==> config.mk <==
export PLATFORM = sky130hd
export DESIGN_NAME = reservation_station_pool_top
export DESIGN_NICKNAME = d
export VERILOG_FILES = /design/src/rtl/rsp_pkg.sv /design/src/rtl/reservation_station_pool_top.sv /design/src/rtl/rsp_pool.sv
export SDC_FILE = /design/constraint.sdc
export NUM_CORES = 1
export LEC_CHECK = 0
export ABC_AREA = 1
export BUFFER_PORTS_ARGS = -buffer_cell sky130_fd_sc_hd__buf_4
export CAP_MARGIN = 20
export CORE_MARGIN = 4
export CORE_UTILIZATION = 40
export DETAILED_ROUTE_END_ITERATION = 10
export HOLD_SLACK_MARGIN = 0.03
export PLACE_DENSITY = 0.59
export SETUP_SLACK_MARGIN = 0.1
export SLEW_MARGIN = 5
export SYNTH_ARGS = -nofsm -noshare
export SYNTH_HDL_FRONTEND = slang
export SYNTH_SLANG_ARGS = --single-unit
export TNS_END_PERCENT = 5
==> constraint.sdc <==
create_clock -name clock -period 5.1 [get_ports clock]
set_input_delay 1.02 -clock clock [delete_from_list [all_inputs] [get_ports clock]]
set_output_delay 1.02 -clock clock [all_outputs]
set_load 0.02 [all_outputs]
==> src/rtl/rsp_pkg.sv <==
// ----------------------------------------------------------------------------
// Reservation station pool package
// Shared widths, operation codes and the item types of both channels.
// ----------------------------------------------------------------------------
package rsp_pkg;

   localparam int RSP_ENTRIES       = 8;
   localparam int RSP_TAG_WIDTH     = 4;
   localparam int RSP_DATA_WIDTH    = 32;
   localparam int RSP_PAYLOAD_WIDTH = 32;

   localparam logic [1:0] OP_WRITE     = 2'd0;
   localparam logic [1:0] OP_BROADCAST = 2'd1;
   localparam logic [1:0] OP_SELECT    = 2'd2;
   localparam logic [1:0] OP_FREE      = 2'd3;

   typedef struct packed {
      logic [1:0]                   op;
      logic [RSP_TAG_WIDTH-1:0]     entry_tag;
      logic                         entry_busy;
      logic [RSP_TAG_WIDTH-1:0]     entry_src1_tag;
      logic [RSP_DATA_WIDTH-1:0]    entry_src1_value;
      logic [RSP_TAG_WIDTH-1:0]     entry_src2_tag;
      logic [RSP_DATA_WIDTH-1:0]    entry_src2_value;
      logic [RSP_PAYLOAD_WIDTH-1:0] entry_payload;
      logic [RSP_TAG_WIDTH-1:0]     bus_tag;
      logic [RSP_DATA_WIDTH-1:0]    bus_value;
   } req_item_type;

   typedef struct packed {
      logic                         accepted;
      logic [RSP_TAG_WIDTH-1:0]     free_tag;
      logic                         all_empty;
      logic [RSP_TAG_WIDTH-1:0]     ready_tag;
      logic [RSP_DATA_WIDTH-1:0]    ready_src1_value;
      logic [RSP_DATA_WIDTH-1:0]    ready_src2_value;
      logic [RSP_PAYLOAD_WIDTH-1:0] ready_payload;
   } rsp_item_type;

endpackage

==> src/rtl/reservation_station_pool_top.sv <==
// ----------------------------------------------------------------------------
// Reservation station pool top level
// Registers each item, applies it to the entry pool and registers the result.
// ----------------------------------------------------------------------------
// An item is taken whenever start is high and busy is low, one item every
// cycle; busy is high only around reset. Each item gives exactly one result,
// shown on the rsp_ ports for one cycle under rsp_strobe once the item has
// passed the input register and then the pool logic into the result
// register. The receiver cannot stall, so results leave in item order at the
// rate items arrive.
module reservation_station_pool_top
   import rsp_pkg::*;
(
   input  logic         clock,
   input  logic         reset,
   input  logic         start,
   output logic         busy,
   input  req_item_type req_item,
   output logic         rsp_strobe,
   output rsp_item_type rsp_item
);

   logic         busy_ff;
   logic         in_valid_ff;
   req_item_type in_item_ff;
   logic         out_valid_ff;
   rsp_item_type out_item_ff;
   rsp_item_type pool_result;

   always_ff @(posedge clock) begin
      if (reset) begin
         busy_ff      <= 1'b1;
         in_valid_ff  <= 1'b0;
         out_valid_ff <= 1'b0;
      end else begin
         busy_ff      <= 1'b0;
         in_valid_ff  <= start && !busy_ff;
         out_valid_ff <= in_valid_ff;
      end
   end

   always_ff @(posedge clock) begin
      in_item_ff  <= req_item;
      out_item_ff <= pool_result;
   end

   rsp_pool u_pool (
      .clock     (clock),
      .reset     (reset),
      .item_valid(in_valid_ff),
      .item      (in_item_ff),
      .result    (pool_result)
   );

   assign busy       = busy_ff;
   assign rsp_strobe = out_valid_ff;
   assign rsp_item   = out_item_ff;

`ifndef ASSERT_OFF
   a_result_follows_item: assert property (@(posedge clock) disable iff (reset)
      (start && !busy) |-> ##2 rsp_strobe)
      else $error("An accepted item produced no result.");

   a_empty_means_first_free: assert property (@(posedge clock) disable iff (reset)
      (rsp_strobe && rsp_item.all_empty) |-> (rsp_item.free_tag == RSP_TAG_WIDTH'(1)))
      else $error("Empty pool reported a free tag other than the first.");

   a_select_accepted: assert property (@(posedge clock) disable iff (reset)
      (rsp_strobe && (rsp_item.ready_tag != '0)) |-> rsp_item.accepted)
      else $error("A selected entry was reported without acceptance.");

   a_strobe_has_source: assert property (@(posedge clock) disable iff (reset)
      rsp_strobe |-> $past(in_valid_ff))
      else $error("A result appeared without an item in the input register.");
`endif

endmodule

==> src/rtl/rsp_pool.sv <==
// ----------------------------------------------------------------------------
// Reservation station entry pool
// Holds the entries and performs one write, broadcast, select or free per
// cycle with item_valid high, giving that item's result combinationally.
// ----------------------------------------------------------------------------
module rsp_pool
   import rsp_pkg::*;
(
   input  logic         clock,
   input  logic         reset,
   input  logic         item_valid,
   input  req_item_type item,
   output rsp_item_type result
);

   localparam int ENTRIES = RSP_ENTRIES;
   localparam logic [RSP_TAG_WIDTH-1:0] MAX_TAG = RSP_TAG_WIDTH'(ENTRIES);

   logic [ENTRIES-1:0]           busy_ff;
   logic [ENTRIES-1:0]           busy_in;
   logic [RSP_TAG_WIDTH-1:0]     src1_tag_ff   [ENTRIES];
   logic [RSP_TAG_WIDTH-1:0]     src1_tag_in   [ENTRIES];
   logic [RSP_DATA_WIDTH-1:0]    src1_value_ff [ENTRIES];
   logic [RSP_DATA_WIDTH-1:0]    src1_value_in [ENTRIES];
   logic [RSP_TAG_WIDTH-1:0]     src2_tag_ff   [ENTRIES];
   logic [RSP_TAG_WIDTH-1:0]     src2_tag_in   [ENTRIES];
   logic [RSP_DATA_WIDTH-1:0]    src2_value_ff [ENTRIES];
   logic [RSP_DATA_WIDTH-1:0]    src2_value_in [ENTRIES];
   logic [RSP_PAYLOAD_WIDTH-1:0] payload_ff    [ENTRIES];
   logic [RSP_PAYLOAD_WIDTH-1:0] payload_in    [ENTRIES];

   logic tag_ok;
   logic bus_ok;

   always_comb begin
      busy_in       = busy_ff;
      src1_tag_in   = src1_tag_ff;
      src1_value_in = src1_value_ff;
      src2_tag_in   = src2_tag_ff;
      src2_value_in = src2_value_ff;
      payload_in    = payload_ff;

      tag_ok = (item.entry_tag != '0) && (item.entry_tag <= MAX_TAG);
      bus_ok = (item.bus_tag != '0);

      result = '0;

      case (item.op)
         OP_WRITE: begin
            result.accepted = tag_ok;
            for (int k = 0; k < ENTRIES; k++) begin
               if (item.entry_tag == RSP_TAG_WIDTH'(k + 1)) begin
                  busy_in[k]       = item.entry_busy;
                  src1_tag_in[k]   = item.entry_src1_tag;
                  src1_value_in[k] = item.entry_src1_value;
                  src2_tag_in[k]   = item.entry_src2_tag;
                  src2_value_in[k] = item.entry_src2_value;
                  payload_in[k]    = item.entry_payload;
               end
            end
         end
         OP_BROADCAST: begin
            for (int k = 0; k < ENTRIES; k++) begin
               if (bus_ok && busy_ff[k]) begin
                  if (src1_tag_ff[k] == item.bus_tag) begin
                     src1_tag_in[k]   = '0;
                     src1_value_in[k] = item.bus_value;
                  end
                  if (src2_tag_ff[k] == item.bus_tag) begin
                     src2_tag_in[k]   = '0;
                     src2_value_in[k] = item.bus_value;
                  end
               end
            end
         end
         OP_SELECT: begin
            for (int k = ENTRIES - 1; k >= 0; k--) begin
               if (busy_ff[k] && (src1_tag_ff[k] == '0) && (src2_tag_ff[k] == '0)) begin
                  result.accepted         = 1'b1;
                  result.ready_tag        = RSP_TAG_WIDTH'(k + 1);
                  result.ready_src1_value = src1_value_ff[k];
                  result.ready_src2_value = src2_value_ff[k];
                  result.ready_payload    = payload_ff[k];
               end
            end
         end
         default: begin
            result.accepted = tag_ok;
            for (int k = 0; k < ENTRIES; k++) begin
               if (item.entry_tag == RSP_TAG_WIDTH'(k + 1)) begin
                  busy_in[k] = 1'b0;
               end
            end
         end
      endcase

      result.all_empty = ~|busy_in;
      for (int k = ENTRIES - 1; k >= 0; k--) begin
         if (!busy_in[k]) begin
            result.free_tag = RSP_TAG_WIDTH'(k + 1);
         end
      end
   end

   always_ff @(posedge clock) begin
      if (reset) begin
         busy_ff <= '0;
      end else if (item_valid) begin
         busy_ff <= busy_in;
      end
   end

   always_ff @(posedge clock) begin
      if (item_valid) begin
         src1_tag_ff   <= src1_tag_in;
         src1_value_ff <= src1_value_in;
         src2_tag_ff   <= src2_tag_in;
         src2_value_ff <= src2_value_in;
         payload_ff    <= payload_in;
      end
   end

endmodule
==> summary.txt, run 1 <==
Status
  – Run status: finished, final reports clean

Final layout
  – Fill cells: 9274
  – Layout cells sized above 1: 0.158
  – Nets: 4126
  – Area growth syn-to-layout: 18.3%

GRT
  – Gr ovfl total: 0
  – First-pass GRT wire length: 170000 um
  – Number of global-route vias before repair: 26200
  – Largest net degree at the start of global routing: 92
  – Tot GR Track Use: 0.209
  – Initial antenna violation count: 2

Critical path
  – Reg2Reg Depth: 10
  – FF-to-FF End: rsp_item[29]$_SDFF_PN0_
  – Critical path's slowest cell: inv_4
  – Crit path required time: 5.73 ns
  – Critical-path cell list: nor2_1 > nand2_1 > nor3_1 > nand3_4 > inv_4 > buf_4 > a21oi_1 > nand2_1 > nand2_1 > nand2_1
  – Crit path largest cell delay: 0.91 ns
  – Crit-path max FO: 55
  – Crit path from: u_pool.src1_tag_ff[20]$_SDFFCE_PP0P_
  – CP most frequent cell: nand2_1
  – CP Data Arrival Time: 4.04 ns
  – Worst r2r src: u_pool.src1_tag_ff[20]$_SDFFCE_PP0P_
  – Startpoint types: flop
  – Worst setup path class: reg2reg
  – Critical path endpoint category: flop
  – Setup slack, reg-to-reg: 1.69 ns

Logic synthesis
  – Synth area leader: edfxtp_1
  – Synth unique cells: 33
  – Ys async rst share: 0
  – Most used DFF post-synth: edfxtp_1
  – Ys Warns: 0
  – Gate Count Post-Synth: 3731
  – Yosys reg bits: 1096
  – Mapped Nets: 3885
  – Syn Area/Cell: 11.2 sq um
  – Seq/Total Area, Yosys: 0.727
  – Most instantiated library cell after synthesis: nand2_1
  – Ranking of synthesized cells by area: edfxtp_1 (60%), dfxtp_1 (13%), nand2_1 (9.7%), nor2_1 (3.9%), inv_1 (2.2%)
  – Post-synth EDFFs: 832
  – Synth top area share: 0.600
  – Synth top cells by count: nand2_1 (1081), edfxtp_1 (832), nor2_1 (437), dfxtp_1 (264), inv_1 (246)
  – Synth Cell Area: 41700 sq um

Floorplanning
  – Die area: 109000 sq um
  – Boundary pin count: 258
  – Die height: 331 um
  – Std cell rows: 118
  – Die width: 331 um
  – Starting Density: 0.402
  – Core Box Area: 103000 sq um

Routing
  – WL/cell: 21.3 um
  – DR pass1 iterations: 6
  – Post-route ant nets: 0
  – DR iter-0 viols: 2637
  – Total Wirelength: 116000 um
  – Post-route DRC: 0
  – Vias: 27300
  – Via density: 5.00

Power
  – Pleak: 20.2 nW
  – PwrDens: 385 nW/um^2
  – Worst vdd ir: 0.263 mV

Min path
  – Worst Hold End: in_item_ff[130]$_DFF_P_
  – Worst hold start: req_item[130]
  – Classification of the worst-slack hold path: in2reg
  – Hold depth: 1

Timing
  – Crit path time final: 3.41 ns
  – Max-slew violation count: 0
  – Relative slew margins: 0.266
  – Final setup fails: 0
  – RSZ-0062 raised after global routing: no
  – Final Cycle Share: 0.668
  – Worst Tran Pin Value: 1.10 ns
  – Hold Violations, Final: 0
  – Setup TNS: 0 ns
  – F_max: 0.294 GHz
  – Clock Skew: 0.0271 ns
  – Final WS setup: 1.69 ns

Clock network
  – CTS Buffer Depth: 3
  – Clk sinks: 1096
  – CTS Buf Count: 113
  – Post-CTS sizing: 0
  – Root Buffer: clkbuf_16
  – H-tree Lvls: 3
  – CTS tree: done
  – Clock latency on the worst-skew pair: 0.70 ns
  – Post-CTS Hold Fix Bufs: 0
  – Post-CTS Setup Inserts: 0
  – Clock-pin slew of the registers on the worst-case setup and hold paths: 0.06 ns

Flow run
  – Max-capacitance violation count: 0

Placement
  – Place WS: 1.73 ns
  – Final HPWL from detailed placement: 68600 um
  – Final Wtd Congestion: 0.878
  – Port bufs: 257
layout make-up:
| type | count | area (sq um) | area share |
|---|---|---|---|
| clock inverters | 52 | 504 | 0.0102 |
| diodes | 1 | 2.50 | 0.0000508 |
| flip-flops and latches | 1096 | 30300 | 0.614 |
| well taps | 1380 | 1730 | 0.0350 |
| inverters | 253 | 961 | 0.0195 |
| repair buffers | 314 | 2470 | 0.0501 |
| clock buffers | 164 | 3460 | 0.0703 |
| multi-input cells | 2194 | 9880 | 0.200 |
cell families after synthesis:
kind of cell	count (synthesis)	synth area share
simple gates	1879	0.187
flops	1096	0.727
buf+inv	441	0.0417
compound gates	255	0.0317
xor+xnor	56	0.0118
fa+ha+maj	4	0.00120
metrics by stage:
stage	instance area (sq um)	hold slack [ns]	total power, mW	util	cells
after floorplan	41700	0.419	10.2	-	3731
after global placement	45200	0.423	10.5	0.437	5231
after detailed placement	45300	0.428	10.6	0.437	5234
after CTS	49200	0.374	19.1	0.476	5450
after global routing	49300	0.388	19.5	0.476	5454
final	49300	0.420	19.0	0.476	5454
worst max path at each step:
stage | end | slack [ns] | cells past startpoint
4_1_cts | rsp_item[30]$_SDFF_PN0_ | 1.70 | 10
3_5_place_dp | rsp_item[30]$_SDFF_PN0_ | 1.73 | 10
2_1_floorplan | u_pool.src1_tag_ff[4]$_SDFFCE_PP0P_ | 0.44 | 8
5_1_grt | rsp_item[30]$_SDFF_PN0_ | 1.49 | 10
3_3_place_gp | rsp_item[57]$_SDFF_PN0_ | 1.74 | 10
6_report | rsp_item[29]$_SDFF_PN0_ | 1.69 | 10
registers in the layout (all words and copies together), names as in the netlist:
| name | count |
|---|---|
| rsp_strobe | 1 |
| u_pool.busy_ff | 8 |
| rsp_item | 106 |
| in_item_ff | 147 |
| u_pool.src1_value_ff | 256 |
| u_pool.src1_tag_ff | 32 |
| busy | 1 |
| in_valid_ff | 1 |
| u_pool.src2_value_ff | 256 |
| u_pool.src2_tag_ff | 32 |
| u_pool.payload_ff | 256 |
critical path, delay by kind of cell, from the launching register on:
| family | cells | cell delay (ns) |
|---|---|---|
| buf+inv | 2 | 1.42 |
| simple gates | 7 | 1.30 |
| flops | 1 | 0.40 |
| compound gates | 1 | 0.12 |
routing by layer:
| metal | wire (um) | global-route usage | up-vias |
|---|---|---|---|
| met5 | 0 | 0 | - |
| met4 | 3040 | 0.0658 | 0 |
| met3 | 9130 | 0.0383 | 180 |
| met2 | 54300 | 0.340 | 1025 |
| met1 | 49600 | 0.286 | 13200 |
| li1 | - | - | 12900 |
layout by cell type, fill, tap and decap left out, drive strengths merged:
cell type	netlist	final
nor4	3	3
xor2	12	12
edfxtp	832	832
bufinv	0	9
xnor2	44	44
a41oi	4	4
nor2	438	438
o22ai	8	8
nand3	121	121
a21oi	122	122
o211ai	2	2
a21boi	3	3
clkbuf	128	165
clkinv	2	36
or3	1	1
or2	103	103
nand2	1083	1083
nand4	108	108
buf	60	313
nor3b	2	2
inv	251	253
ha	4	4
a32o	1	1
o21ai	114	114
diode	0	1
nor3	20	20
clkinvlp	0	7
dfxtp	264	264
a31oi	1	1
where the power goes:
group | internal [mW] | switching [mW]
Clock | 5.16 | 3.45
Sequential | 9.77 | 0.0704
Combinational | 0.151 | 0.381
Total | 15.1 | 3.90
(Power assumes the default switching activity.)
==> inputs of run 2 (changes only) <==
--- a/config.mk
+++ b/config.mk
@@ -5,7 +5,7 @@
 export SDC_FILE = /design/constraint.sdc
 export NUM_CORES = 1
 export LEC_CHECK = 0
-export ABC_AREA = 1
+export ABC_AREA = 0
 export BUFFER_PORTS_ARGS = -buffer_cell sky130_fd_sc_hd__buf_4
 export CAP_MARGIN = 20
 export CORE_MARGIN = 4
==> constraint.sdc (replaced) <==
create_clock -name clock -period 3.21 [get_ports clock]
set_input_delay 0.642 -clock clock [delete_from_list [all_inputs] [get_ports clock]]
set_output_delay 0.642 -clock clock [all_outputs]
set_load 0.02 [all_outputs]
==> summary.txt, run 2 <==
Status
  – Run status: finished, final reports clean

Critical path
  – Critical-path cell list: nor4_1 > nand4_1 > nor2_4 > buf_4 > a22oi_1 > o221ai_1
  – Reg2Reg Depth: 6 (-4)
  – Startpoint types: flop
  – Worst r2r src: u_pool.src1_tag_ff[23]$_SDFFCE_PP0P_
  – Crit path largest cell delay: 0.75 ns (-0.16 ns)
  – Crit path required time: 3.77 ns (-1.96 ns)
  – Critical path's slowest cell: nor2_4
  – Critical path endpoint category: flop
  – Worst setup path class: reg2reg
  – Crit-path max FO: 23 (-58%)
  – Setup slack, reg-to-reg: 0.38 ns (-1.31 ns)
  – CP Data Arrival Time: 3.39 ns (-0.65 ns)
  – FF-to-FF End: rsp_item[68]$_SDFF_PN0_

Placement
  – Place WS: 0.372 ns (-1.36 ns)
  – Final HPWL from detailed placement: 69500 um (+1.4%)
  – Port bufs: 257 (unchanged)
  – Final Wtd Congestion: 0.814 (-7.2%)

Timing
  – Max-slew violation count: 0 (unchanged)
  – Worst Tran Pin Value: 1.09 ns (-0.00566 ns)
  – Hold Violations, Final: 0 (unchanged)
  – Final setup fails: 0 (unchanged)
  – RSZ-0062 raised after global routing: no
  – Worst Hold Margin: 0.0739 ns (-0.346 ns)
  – F_max: 0.353 GHz (+20%)
  – Crit path time final: 2.83 ns (-0.576 ns)
  – Final Cycle Share: 0.882 (+0.214)
  – Final WS setup: 0.380 ns (-1.31 ns)
  – Clock Skew: 0.0278 ns (+0.000682 ns)
  – Relative slew margins: 0.262 (-0.00394)

Logic synthesis
  – Ys async rst share: 0 (unchanged)
  – Synth top cells by count: edfxtp_1 (832), dfxtp_1 (264), clkbuf_1 (211), o221ai_1 (190), inv_1 (164)
  – Yosys reg bits: 1096 (unchanged)
  – Seq/Total Area, Yosys: 0.743 (+0.0159)
  – Syn Area/Cell: 14.5 sq um (+30%)
  – Synth top area share: 0.613 (+0.0132)
  – Synth Cell Area: 40800 sq um (-2.1%)
  – Post-synth EDFFs: 832 (unchanged)
  – Mapped Nets: 2961 (-24%)
  – Synth unique cells: 52 (+58%)
  – Ys Warns: 0 (unchanged)
  – Ranking of synthesized cells by area: edfxtp_1 (61%), dfxtp_1 (13%), o221ai_1 (4.1%), o41ai_1 (2.1%), a311oi_1 (2.0%)
  – Most instantiated library cell after synthesis: edfxtp_1
  – Synth area leader: edfxtp_1
  – Most used DFF post-synth: edfxtp_1
  – Gate Count Post-Synth: 2807 (-25%)

GRT
  – Initial antenna violation count: 2 (unchanged)
  – Tot GR Track Use: 0.229 (+0.0197)
  – First-pass GRT wire length: 183000 um (+8.0%)
  – Largest net degree at the start of global routing: 97 (+5.4%)
  – Number of global-route vias before repair: 27700 (+5.7%)
  – Gr ovfl total: 0 (unchanged)

Final layout
  – Area growth syn-to-layout: 23.2%
  – Top Registers: u_pool.payload_ff (256), u_pool.src1_value_ff (256), u_pool.src2_value_ff (256)
  – Layout cells sized above 1: 0.175 (+0.0167)
  – FF/Latch Area: 30300 sq um (unchanged)
  – Most frequent cells in the layout: edfxtp_1 (832), buf_4 (322), dfxtp_1 (264), o221ai_1 (190), inv_1 (164)
  – Most common cell after layout, fill and taps aside: edfxtp_1
  – Fill cells: 8394 (-9.5%)
  – Nets: 3342 (-19%)
  – Area of the multi-input gates: 9320 sq um (-5.7%)

Routing
  – Post-route ant nets: 0 (unchanged)
  – Vias: 27000 (-1.1%)
  – WL/cell: 27.1 um (+27%)
  – Via density: 5.81 (+16%)
  – Post-route DRC: 0 (unchanged)
  – DR iter-0 viols: 2819 (+6.9%)
  – Total Wirelength: 126000 um (+8.5%)
  – DR pass1 iterations: 6 (unchanged)

Floorplanning
  – Core Box Area: 101000 sq um (-2.8%)
  – Std cell rows: 116 (-1.7%)
  – Die height: 327 um (-1.1%)
  – Boundary pin count: 258 (unchanged)
  – Die area: 107000 sq um (-2.1%)
  – Starting Density: 0.405 (+0.00277)
  – Die width: 327 um (-1.1%)

Min path
  – Hold depth: 1 (unchanged)
  – Classification of the worst-slack hold path: in2reg
  – Worst hold start: req_item[48]
  – Worst Hold End: in_item_ff[48]$_DFF_P_

Power
  – Worst vdd ir: 0.517 mV (+97%)
  – Pleak: 16.9 nW (-17%)
  – Overall Power: 29.8 mW (+57%)
  – PwrDens: 594 nW/um^2 (+54%)

Clock network
  – CTS tree: done
  – H-tree Lvls: 3 (unchanged)
  – CTS Buf Count: 109 (-3.5%)
  – CTS Buffer Depth: 3 (unchanged)
  – Post-CTS Setup Inserts: 0 (unchanged)
  – Clock-pin slew of the registers on the worst-case setup and hold paths: 0.06 ns (about the same)
  – Root Buffer: clkbuf_16
  – Clk sinks: 1096 (unchanged)
  – Clock latency on the worst-skew pair: 0.69 ns (about the same)

Flow run
  – Max-capacitance violation count: 0 (unchanged)
## run 2: cells by family after synthesis
kind of cell,after synthesis,share of synthesized area
compound gates,693,0.135
xor+xnor,65,0.0140
fa+ha+maj,4,0.00123
flops,1096,0.743
buf+inv,392,0.0367
mux,11,0.00289
simple gates,546,0.0678
## run 2: layout make-up
cell class                      instances  area share
Tap cell                             1357      0.0338
Antenna cell                            1   0.0000498
Timing Repair Buffer                  498      0.0913
Clock inverter                         60      0.0126
Clock buffer                          148      0.0618
Multi-Input combinational cell       1319       0.186
Sequential cell                      1096       0.603
Inverter                              164      0.0123
## run 2: worst max path at each step
| stage | start | slack [ns] | to |
|---|---|---|---|
| final | u_pool.src1_tag_ff[23]$_SDFFCE_PP0P_ | 0.38 | rsp_item[68]$_SDFF_PN0_ |
| after global routing | u_pool.src1_tag_ff[23]$_SDFFCE_PP0P_ | 0.29 | rsp_item[68]$_SDFF_PN0_ |
| after CTS | u_pool.src1_tag_ff[23]$_SDFFCE_PP0P_ | 0.34 | rsp_item[68]$_SDFF_PN0_ |
| after detailed placement | u_pool.src1_tag_ff[23]$_SDFFCE_PP0P_ | 0.37 | rsp_item[68]$_SDFF_PN0_ |
| after global placement | u_pool.src1_tag_ff[23]$_SDFFCE_PP0P_ | 0.45 | rsp_item[68]$_SDFF_PN0_ |
| after floorplan | in_item_ff[141]$_DFF_P_ | -0.45 | u_pool.src1_tag_ff[24]$_SDFFCE_PP0P_ |
## run 2: where the power goes
group	internal, mW	switching, mW
registers	15.5	0.120
logic	0.409	0.630
clock network	7.74	5.43
total	23.7	6.18
## run 2: what timing repair did
item / CTS / global route
gates resized for setup: 0 / 0
hold buffers: 134 / 0
hold endpoints to repair: 134 / 0
## run 2: through the flow
stage               std cells  TNS (ns)  area [sq um]  utilization
floorplan                2807   -194.38         40800            -
global placement         4293         0         45100        0.448
detailed placement       4299         0         45100        0.449
CTS                      4641         0         50200        0.499
global route             4642         0         50200        0.499
finish                   4643         0         50200        0.499
## run 2: routing by layer
layer / up-vias / wire [um] / GRT usage
met5: - / 0 / 0
met4: 0 / 3670 / 0.0726
met3: 220 / 10700 / 0.0426
met2: 1425 / 60400 / 0.378
met1: 13600 / 51300 / 0.307
li1: 11700 / - / -
## run 2: worst max-delay path: cells and delay by family, from the launching register on
family          cells  cell delay (ns)
buf+inv             1             0.42
compound gates      2             0.47
simple gates        3             1.39
flops               1             0.40
